<file path="config.mk">
export PLATFORM = sky130hd
export DESIGN_NAME = rsa_pseudorandom_bit_generator_core
export DESIGN_NICKNAME = d
export VERILOG_FILES = /design/src/hw/rtl/rpbg_pkg.sv /design/src/hw/rtl/rpbg_cell.sv /design/src/hw/rtl/rpbg_addmod.sv /design/src/hw/rtl/rpbg_mulmod.sv /design/src/hw/rtl/rsa_pseudorandom_bit_generator_core.sv
export SDC_FILE = /design/constraint.sdc
export NUM_CORES = 2
export LEC_CHECK = 0
export BUFFER_PORTS_ARGS = -buffer_cell sky130_fd_sc_hd__buf_2
export CAP_MARGIN = 15
export CORE_MARGIN = 2
export CORE_UTILIZATION = 32
export DETAILED_ROUTE_END_ITERATION = 6
export HOLD_SLACK_MARGIN = 0.06
export PLACE_DENSITY = 0.47
export SLEW_MARGIN = 10
export SYNTH_ARGS = -nofsm -noshare
export SYNTH_HDL_FRONTEND = slang
export SYNTH_SLANG_ARGS = --single-unit
</file>
<file path="constraint.sdc">
create_clock -name i_clk -period 74 [get_ports i_clk]
set_input_delay 3.7 -clock i_clk [delete_from_list [all_inputs] [get_ports i_clk]]
set_output_delay 3.7 -clock i_clk [all_outputs]
set_load 0.05 [all_outputs]
</file>
<file path="src/hw/rtl/rpbg_pkg.sv">
// Shared constants and types for the RSA pseudorandom bit generator.
package rpbg_pkg;
    localparam int VALUE_BITS_DEF = 63;
    localparam int MOD_W = 63;
    localparam int EXP_W = 64;
    localparam int CNT_W = 32;
    localparam int CFG_IDX_W = 2;
    localparam int CFG_DATA_W = 64;

    localparam logic [CFG_IDX_W-1:0] REG_MODULUS   = 2'd0;
    localparam logic [CFG_IDX_W-1:0] REG_EXPONENT  = 2'd1;
    localparam logic [CFG_IDX_W-1:0] REG_SEED      = 2'd2;
    localparam logic [CFG_IDX_W-1:0] REG_BIT_COUNT = 2'd3;

    typedef enum logic [2:0] {
        t_IDLE, t_RED, t_EXP_BIT, t_MUL, t_SQR, t_OUT
    } t_state;

    // control from sequencer to the cell row
    typedef struct packed {
        logic load;   // load operands, clear accumulator
        logic step;   // one add-double step
    } t_mul_ctrl;
endpackage

</file>
<file path="src/hw/rtl/rpbg_cell.sv">
// One bit cell of the add-and-double chain: a carry/borrow ripple slice.
module rpbg_cell (
    input  logic i_a,      // addend bit
    input  logic i_b,      // augend bit
    input  logic i_cin,
    input  logic i_m,      // modulus bit
    input  logic i_bin,    // borrow in
    output logic o_s,
    output logic o_cout,
    output logic o_d,      // difference bit of s - m
    output logic o_bout
);
    always_comb begin
        o_s    = i_a ^ i_b ^ i_cin;
        o_cout = (i_a & i_b) | (i_cin & (i_a ^ i_b));
        o_d    = o_s ^ i_m ^ i_bin;
        o_bout = (~o_s & i_m) | (i_bin & ~(o_s ^ i_m));
    end
endmodule

</file>
<file path="src/hw/rtl/rpbg_addmod.sv">
// Row of cells forming (x + y) mod m for x, y < m.
module rpbg_addmod #(
    parameter int W = rpbg_pkg::VALUE_BITS_DEF
) (
    input  logic [W-1:0] i_x,
    input  logic [W-1:0] i_y,
    input  logic [W-1:0] i_m,
    output logic [W-1:0] o_r
);
    logic [W:0] w_c;
    logic [W:0] w_b;
    logic [W-1:0] w_s;
    logic [W-1:0] w_d;
    assign w_c[0] = 1'b0;
    assign w_b[0] = 1'b0;
    for (genvar g = 0; g < W; g++) begin : g_cell
        rpbg_cell u_cell (
            .i_a(i_x[g]), .i_b(i_y[g]), .i_cin(w_c[g]), .i_m(i_m[g]), .i_bin(w_b[g]),
            .o_s(w_s[g]), .o_cout(w_c[g+1]), .o_d(w_d[g]), .o_bout(w_b[g+1])
        );
    end
    // sum >= m when it carried out or the subtract did not borrow
    assign o_r = (w_c[W] | ~w_b[W]) ? w_d : w_s;
endmodule

</file>
<file path="src/hw/rtl/rpbg_mulmod.sv">
// Add-and-double modular multiplier, one multiplier bit per cycle while step is asserted.
module rpbg_mulmod #(
    parameter int W = rpbg_pkg::VALUE_BITS_DEF
) (
    input  logic               i_clk,
    input  rpbg_pkg::t_mul_ctrl i_ctrl,
    input  logic [W-1:0]       i_a,
    input  logic [W-1:0]       i_b,
    input  logic [W-1:0]       i_m,
    output logic [W-1:0]       o_p,
    output logic               o_zero   // multiplier bits exhausted
);
    logic [W-1:0] r_a, r_b, r_acc;
    logic [W-1:0] w_sum, w_dbl;

    rpbg_addmod #(.W(W)) u_acc (.i_x(r_acc), .i_y(r_a), .i_m(i_m), .o_r(w_sum));
    rpbg_addmod #(.W(W)) u_dbl (.i_x(r_a), .i_y(r_a), .i_m(i_m), .o_r(w_dbl));

    always_ff @(posedge i_clk) begin
        if (i_ctrl.load) begin
            r_a   <= i_a;
            r_b   <= i_b;
            r_acc <= '0;
        end else if (i_ctrl.step) begin
            if (r_b[0]) r_acc <= w_sum;
            r_a <= w_dbl;
            r_b <= r_b >> 1;
        end
    end
    assign o_p    = r_acc;
    assign o_zero = (r_b == '0);
endmodule

</file>
<file path="src/hw/rtl/rsa_pseudorandom_bit_generator_core.sv">
// Top level of the RSA pseudorandom bit generator core.
// Usage:
//   Configure modulus, exponent, seed and bit_count through the write port
//   (i_cfg_we, i_cfg_idx, i_cfg_data) while the core is idle.
//   Each transfer on the input channel (i_valid/o_ready, field i_restart)
//   advances the generator one step s = s^e mod N and produces one result
//   transfer (o_valid/i_ready) carrying random_bit, value, period,
//   period_found and last_bit.
// Timing:
//   Each modular multiply runs one multiplier bit per cycle through the row of
//   add-double cells. A step first reduces the base mod N with one such
//   multiply, then does square-and-multiply, one exponent bit per pass; one
//   item is in flight at a time.
// Reset:
//   Synchronous active-low reset restores default registers and clears the
//   generator state; the next step then starts from the seed.
// Stall:
//   The result is held in the output register until taken; o_ready stays low
//   until then.
module rsa_pseudorandom_bit_generator_core #(
    parameter int VALUE_BITS = rpbg_pkg::VALUE_BITS_DEF
) (
    input  logic                           i_clk,
    input  logic                           i_rst_n,
    input  logic                           i_cfg_we,
    input  logic [rpbg_pkg::CFG_IDX_W-1:0]  i_cfg_idx,
    input  logic [rpbg_pkg::CFG_DATA_W-1:0] i_cfg_data,
    input  logic                           i_valid,
    output logic                           o_ready,
    input  logic                           i_restart,
    output logic                           o_valid,
    input  logic                           i_ready,
    output logic                           o_random_bit,
    output logic [rpbg_pkg::MOD_W-1:0]      o_value,
    output logic [rpbg_pkg::MOD_W-1:0]      o_period,
    output logic                           o_period_found,
    output logic                           o_last_bit
);
    localparam int W = VALUE_BITS;
    localparam int MW = rpbg_pkg::MOD_W;
    localparam int EW = rpbg_pkg::EXP_W;
    localparam int CW = rpbg_pkg::CNT_W;

    // configuration registers
    logic [MW-1:0] r_modulus, r_seed;
    logic [EW-1:0] r_exponent;
    logic [CW-1:0] r_bit_count;

    // generator state
    logic [W-1:0]  r_cur, r_first;
    logic [MW-1:0] r_period;
    logic          r_done, r_started;
    logic [CW-1:0] r_bits;

    // step working registers
    rpbg_pkg::t_state r_state, n_state;
    logic [W-1:0]  r_base, r_acc, r_m;
    logic [EW-1:0] r_e;
    logic          r_start_step;
    logic [MW-1:0] r_o_value, r_o_period;
    logic          r_o_found, r_o_last;

    rpbg_pkg::t_mul_ctrl w_ctrl;
    logic [W-1:0] w_mul_a, w_mul_b, w_p;
    logic         w_zero;
    logic [W-1:0] w_m, w_seed_red, w_cur_red, w_src, w_one;
    logic         w_take;

    assign w_take = i_valid && o_ready;
    assign w_m = (r_modulus[W-1:0] == '0) ? {{(W-1){1'b0}}, 1'b1} : r_modulus[W-1:0];
    // the base is reduced by multiplying 1 mod m by it, bit by bit
    assign w_one = (w_m == {{(W-1){1'b0}}, 1'b1}) ? '0 : {{(W-1){1'b0}}, 1'b1};
    assign w_seed_red = r_seed[W-1:0];
    assign w_cur_red = r_cur;
    assign w_src = (i_restart || !r_started) ? w_seed_red : w_cur_red;

    // multiplier operands: reduce base, multiply by base for acc, then square base
    assign w_mul_a = (r_state == rpbg_pkg::t_RED) ? r_acc : r_base;
    assign w_mul_b = (r_state == rpbg_pkg::t_MUL) ? r_acc : r_base;

    rpbg_mulmod #(.W(W)) u_mul (
        .i_clk(i_clk), .i_ctrl(w_ctrl), .i_a(w_mul_a), .i_b(w_mul_b),
        .i_m(r_m), .o_p(w_p), .o_zero(w_zero)
    );

    logic r_busy; // multiplier pass running inside RED/MUL/SQR

    // next state
    always_comb begin
        n_state = r_state;
        case (r_state)
            rpbg_pkg::t_IDLE:    if (w_take) n_state = rpbg_pkg::t_RED;
            rpbg_pkg::t_RED:     if (r_busy && w_zero) n_state = rpbg_pkg::t_EXP_BIT;
            rpbg_pkg::t_EXP_BIT: begin
                if (r_e == '0) n_state = rpbg_pkg::t_OUT;
                else if (r_e[0]) n_state = rpbg_pkg::t_MUL;
                else n_state = rpbg_pkg::t_SQR;
            end
            rpbg_pkg::t_MUL:     if (r_busy && w_zero) n_state = rpbg_pkg::t_SQR;
            rpbg_pkg::t_SQR:     if (r_busy && w_zero) n_state = rpbg_pkg::t_EXP_BIT;
            rpbg_pkg::t_OUT:     if (i_ready) n_state = rpbg_pkg::t_IDLE;
            default:             n_state = rpbg_pkg::t_IDLE;
        endcase
    end

    // outputs of the sequencer
    always_comb begin
        w_ctrl.load = 1'b0;
        w_ctrl.step = 1'b0;
        o_ready = 1'b0;
        o_valid = 1'b0;
        case (r_state)
            rpbg_pkg::t_IDLE: o_ready = 1'b1;
            rpbg_pkg::t_RED, rpbg_pkg::t_MUL, rpbg_pkg::t_SQR: begin
                w_ctrl.load = !r_busy;
                w_ctrl.step = r_busy;
            end
            rpbg_pkg::t_OUT: o_valid = 1'b1;
            default: ;
        endcase
    end

    logic [W-1:0] w_s;
    assign w_s = r_acc;
    logic [MW-1:0] w_s_ext;
    assign w_s_ext = MW'(w_s);

    always_ff @(posedge i_clk) begin
        if (!i_rst_n) begin
            r_modulus   <= MW'(3);
            r_exponent  <= EW'(3);
            r_seed      <= MW'(2);
            r_bit_count <= CW'(1);
            r_state     <= rpbg_pkg::t_IDLE;
            r_busy      <= 1'b0;
            r_cur       <= '0;
            r_first     <= '0;
            r_period    <= MW'(1);
            r_done      <= 1'b0;
            r_started   <= 1'b0;
            r_bits      <= '0;
        end else begin
            r_state <= n_state;
            if (i_cfg_we) begin
                case (i_cfg_idx)
                    rpbg_pkg::REG_MODULUS:   r_modulus   <= i_cfg_data[MW-1:0];
                    rpbg_pkg::REG_EXPONENT:  r_exponent  <= i_cfg_data;
                    rpbg_pkg::REG_SEED:      r_seed      <= i_cfg_data[MW-1:0];
                    rpbg_pkg::REG_BIT_COUNT: r_bit_count <= i_cfg_data[CW-1:0];
                    default: ;
                endcase
            end
            case (r_state)
                rpbg_pkg::t_RED, rpbg_pkg::t_MUL, rpbg_pkg::t_SQR:
                    r_busy <= !(r_busy && w_zero);
                default: r_busy <= 1'b0;
            endcase
            // finish: update generator state as the result is formed
            if (r_state == rpbg_pkg::t_EXP_BIT && r_e == '0) begin
                r_cur <= w_s;
                if (r_start_step) begin
                    r_first   <= w_s;
                    r_period  <= MW'(1);
                    r_done    <= 1'b0;
                    r_bits    <= CW'(1);
                    r_started <= 1'b1;
                end else begin
                    if (!r_done) begin
                        if (w_s == r_first) r_done <= 1'b1;
                        else if (r_period != '1) r_period <= r_period + MW'(1);
                    end
                    if (r_bits != '1) r_bits <= r_bits + CW'(1);
                end
            end
        end
    end

    // datapath registers
    always_ff @(posedge i_clk) begin
        if (r_state == rpbg_pkg::t_IDLE && w_take) begin
            r_m          <= w_m;
            r_e          <= r_exponent;
            r_start_step <= i_restart || !r_started;
            // acc = 1 mod m; base is reduced by the first multiplier pass
            r_acc        <= w_one;
            r_base       <= w_src;
        end
        if (r_state == rpbg_pkg::t_RED && r_busy && w_zero) r_base <= w_p;
        if (r_state == rpbg_pkg::t_MUL && r_busy && w_zero) r_acc <= w_p;
        if (r_state == rpbg_pkg::t_SQR && r_busy && w_zero) begin
            r_base <= w_p;
            r_e    <= r_e >> 1;
        end
    end

    // output register, loaded when the step completes and held until taken
    always_ff @(posedge i_clk) begin
        if (r_state == rpbg_pkg::t_EXP_BIT && r_e == '0) begin
            r_o_value <= w_s_ext;
            if (r_start_step) begin
                r_o_period <= MW'(1);
                r_o_found  <= 1'b0;
                r_o_last   <= (r_bit_count == CW'(1));
            end else begin
                r_o_period <= (!r_done && w_s != r_first && r_period != '1)
                              ? r_period + MW'(1) : r_period;
                r_o_found  <= r_done || (w_s == r_first);
                r_o_last   <= (((r_bits != '1) ? r_bits + CW'(1) : r_bits) == r_bit_count);
            end
        end
    end

    assign o_random_bit   = r_o_value[0];
    assign o_value        = r_o_value;
    assign o_period       = r_o_period;
    assign o_period_found = r_o_found;
    assign o_last_bit     = r_o_last;
endmodule

</file>
==> impl_metrics.json <==
{
  "drc": 0,
  "ys_warn_count": 0,
  "drtPass1Iterations": 6,
  "ir_worst_vdd_mv": 0.0210,
  "syn_area_um2": 49100,
  "numCtsBuffers": 116,
  "synth_top_area_cell": "edfxtp_1",
  "port-buffer-count": 202,
  "overflow": 0,
  "die_area_um2": 157000,
  "skew_ps": 64.2,
  "multi_input_area_um2": 21600,
  "stdcell_count": 7026,
  "hold_violations": 0,
  "synth_edf_count": 507,
  "worstSetupPathType": "flip-flop to flip-flop",
  "cts_buffer_depth": 3,
  "cts-root-buf": "clkbuf_16",
  "setup_tns_ps": 0,
  "worst_pin_slew_ps": 1150,
  "fmax_mhz": 31.4,
  "required_ps": 74590,
  "fillCellCount": 15217,
  "utilization_pct": 36.7,
  "routed_wl_um": 159000,
  "final_layout_size_suffix_gt1_share_pct": 12.6,
  "syn-num-nets": 5160,
  "drt_iter0_drc": 3128,
  "place_inst": 6802,
  "synth_flop_cell": "dfxtp_1",
  "total_leakage_power_nw": 20.7,
  "ys_ff_latch": 1020,
  "post_cts_buffers": 0,
  "route.vias.total": 36309,
  "cpMostUsedCell": "fa_1",
  "slowest_stage": "buf_4",
  "p_total_mw": 1.57,
  "cts_sinks": 1020,
  "gp_congestion": 0.836,
  "grt_usage_pct": 19.9,
  "synth_cell_types": 87,
  "rsz0062_at_grt": "no",
  "ys_async_sr_fraction_pct": 0,
  "critPathArrivalTime_ps": 32390,
  "wl_per_cell_um": 22.6,
  "cts_tree": "done",
  "place_area_um2": 51800,
  "synth_top_area_share_pct": 31.0,
  "grt_pass1_wl_um": 236000,
  "mostFrequentLayoutCells": "nand2_1, a21oi_1, dfxtp_1",
  "place_hpwl_um": 108000,
  "final_area_um2": 55900,
  "postSynthCellCount": 4898,
  "finalNetCount": 5153,
  "status": "finished, final reports clean",
  "maxCapViolations": 0,
  "clk_pin_slew_ps": 60,
  "die_w_um": 396,
  "slew_violations": 0,
  "htreeDepth": 3,
  "fin_crit_sh_pct": 43.0,
  "rows": 143,
  "ys_seq_area_share_pct": 51.9,
  "regArea_um2": 25500,
  "critPathMaxFanout": 65,
  "cp-start-kind": "flip-flop",
  "min_period_ps": 31800,
  "hold_path_class": "flip-flop to flip-flop",
  "die_h_um": 396,
  "final_common_cell": "nand2_1",
  "ctsHoldBuffers": 0,
  "grt_pass1_vias": 34694,
  "core_area_um2": 152000,
  "antenna_found_initial": 10,
  "antenna_left": 0,
  "synth.avg_cell_area_um2": 10.0,
  "slew_headroom_pct": 23.0,
  "post_cts_resize_count": 0,
  "setup_viol": 0,
  "clock_latency_ps": 760,
  "grt_max_degree": 234,
  "power_density_nw_per_um2": 28.1,
  "via_per_inst": 5.17,
  "initial_core_util_pct": 32.3,
  "io-pin-count": 203,
  "syn2layout_area_growth_pct": 13.7,
  "end_kind": "flip-flop",
  "synthTopCellsByArea": "edfxtp_1, dfxtp_1, fa_1",
  "max_stage_delay_ps": 690
}
per-stage QoR:
| stage | hold WS (ps) | worst slack [ps] |
|---|---|---|
| after floorplan | 433 | 43880 |
| after global placement | 439 | 42200 |
| after detailed placement | 442 | 41970 |
| after CTS | 453 | 41920 |
| after global routing | 469 | 40990 |
| final | 453 | 42200 |
routing by layer:
metal  vias up  wire [µm]  track usage (%)
met3       141       9020             2.73
li1      17112          -                -
met5         -          0                0
met4         0       2600             4.32
met1     18076      79700             30.9
met2       980      67700             29.1
synth_stat cells (4+ instances only):
master / instances
nor4_1: 75
a21oi_1: 576
edfxtp_1: 507
nor4_2: 5
ha_1: 4
xor2_1: 78
xnor2_1: 71
a41oi_1: 9
a22oi_1: 9
buf_1: 14
nand3_1: 136
clkbuf_1: 356
a211oi_1: 4
nor2_1: 248
or3_1: 59
nor3_1: 26
nor3b_1: 5
nand2_1: 912
nand3b_1: 10
o21ai_0: 201
dfxtp_1: 513
and4_1: 15
nor2b_1: 7
o31ai_1: 4
buf_2: 24
and3_1: 28
and2_1: 69
fa_1: 186
or2_2: 5
nand4_1: 58
o211ai_1: 83
inv_1: 154
o21ai_1: 5
or4_1: 14
mux2i_1: 196
o221a_2: 41
o21a_1: 5
mux2_2: 63
buf_4: 5
a31oi_1: 40
nand2b_1: 6
registers in the layout, summed over array words and instances (netlist names), 3 cells and up:
| signal | count |
|---|---|
| o_period | 63 |
| o_value | 63 |
| r_acc | 63 |
| r_base | 63 |
| r_bit_count | 32 |
| r_bits | 32 |
| r_cur | 63 |
| r_e | 64 |
| r_exponent | 64 |
| r_first | 63 |
| r_m | 63 |
| r_modulus | 63 |
| r_period | 63 |
| r_seed | 63 |
| r_state | 3 |
| u_mul.o_p | 63 |
| u_mul.r_a | 63 |
| u_mul.r_b | 63 |
critical path, delay by kind of cell (launching register included):
kind / cells / cell delay, ps
DFF: 1 / 420
AOI/OAI and AO/OA: 2 / 420
adders and majority gates: 64 / 29310
buffers and inverters: 4 / 940
and+or+nand+nor: 1 / 480
power by group:
| part | switching, mW | leakage, nW | total, mW | internal, mW |
|---|---|---|---|---|
| registers | 0.0445 | 9.02 | 0.687 | 0.642 |
| clock network | 0.251 | 1.97 | 0.610 | 0.359 |
| logic | 0.170 | 9.74 | 0.276 | 0.106 |
| total | 0.465 | 20.7 | 1.57 | 1.11 |
final timing paths:
| check | start | slack (ps) | end | cells past startpoint |
|---|---|---|---|---|
| max | u_mul.r_a[0] | 42200 | u_mul.o_p[17] | 71 |
| max reg2reg | u_mul.r_a[0] | 42200 | u_mul.o_p[17] | 71 |
| min reg2reg | r_cur[21] | 450 | r_cur[21] | 2 |
| min | r_cur[21] | 450 | r_cur[21] | 2 |
logic make-up after synthesis:
| family | count (synthesis) | share of synthesized area, % |
|---|---|---|
| and+or+nand+nor | 1703 | 15.9 |
| AOI/OAI and AO/OA | 1021 | 12.0 |
| DFF | 1020 | 51.9 |
| buffers and inverters | 555 | 4.37 |
| muxes | 259 | 5.44 |
| adders and majority gates | 190 | 7.68 |
| xor gates and xnor gates | 150 | 2.70 |
layout make-up:
type	instances	area share, %
Multi-Input combinational cell	3323	38.7
Tap cell	2030	4.55
Timing Repair Buffer	276	2.82
Inverter	154	1.07
Clock inverter	63	1.27
Clock buffer	159	5.94
Sequential cell	1020	45.6
Antenna cell	1	0.00448
No activity file was read; power rests on OpenSTA's default activity.
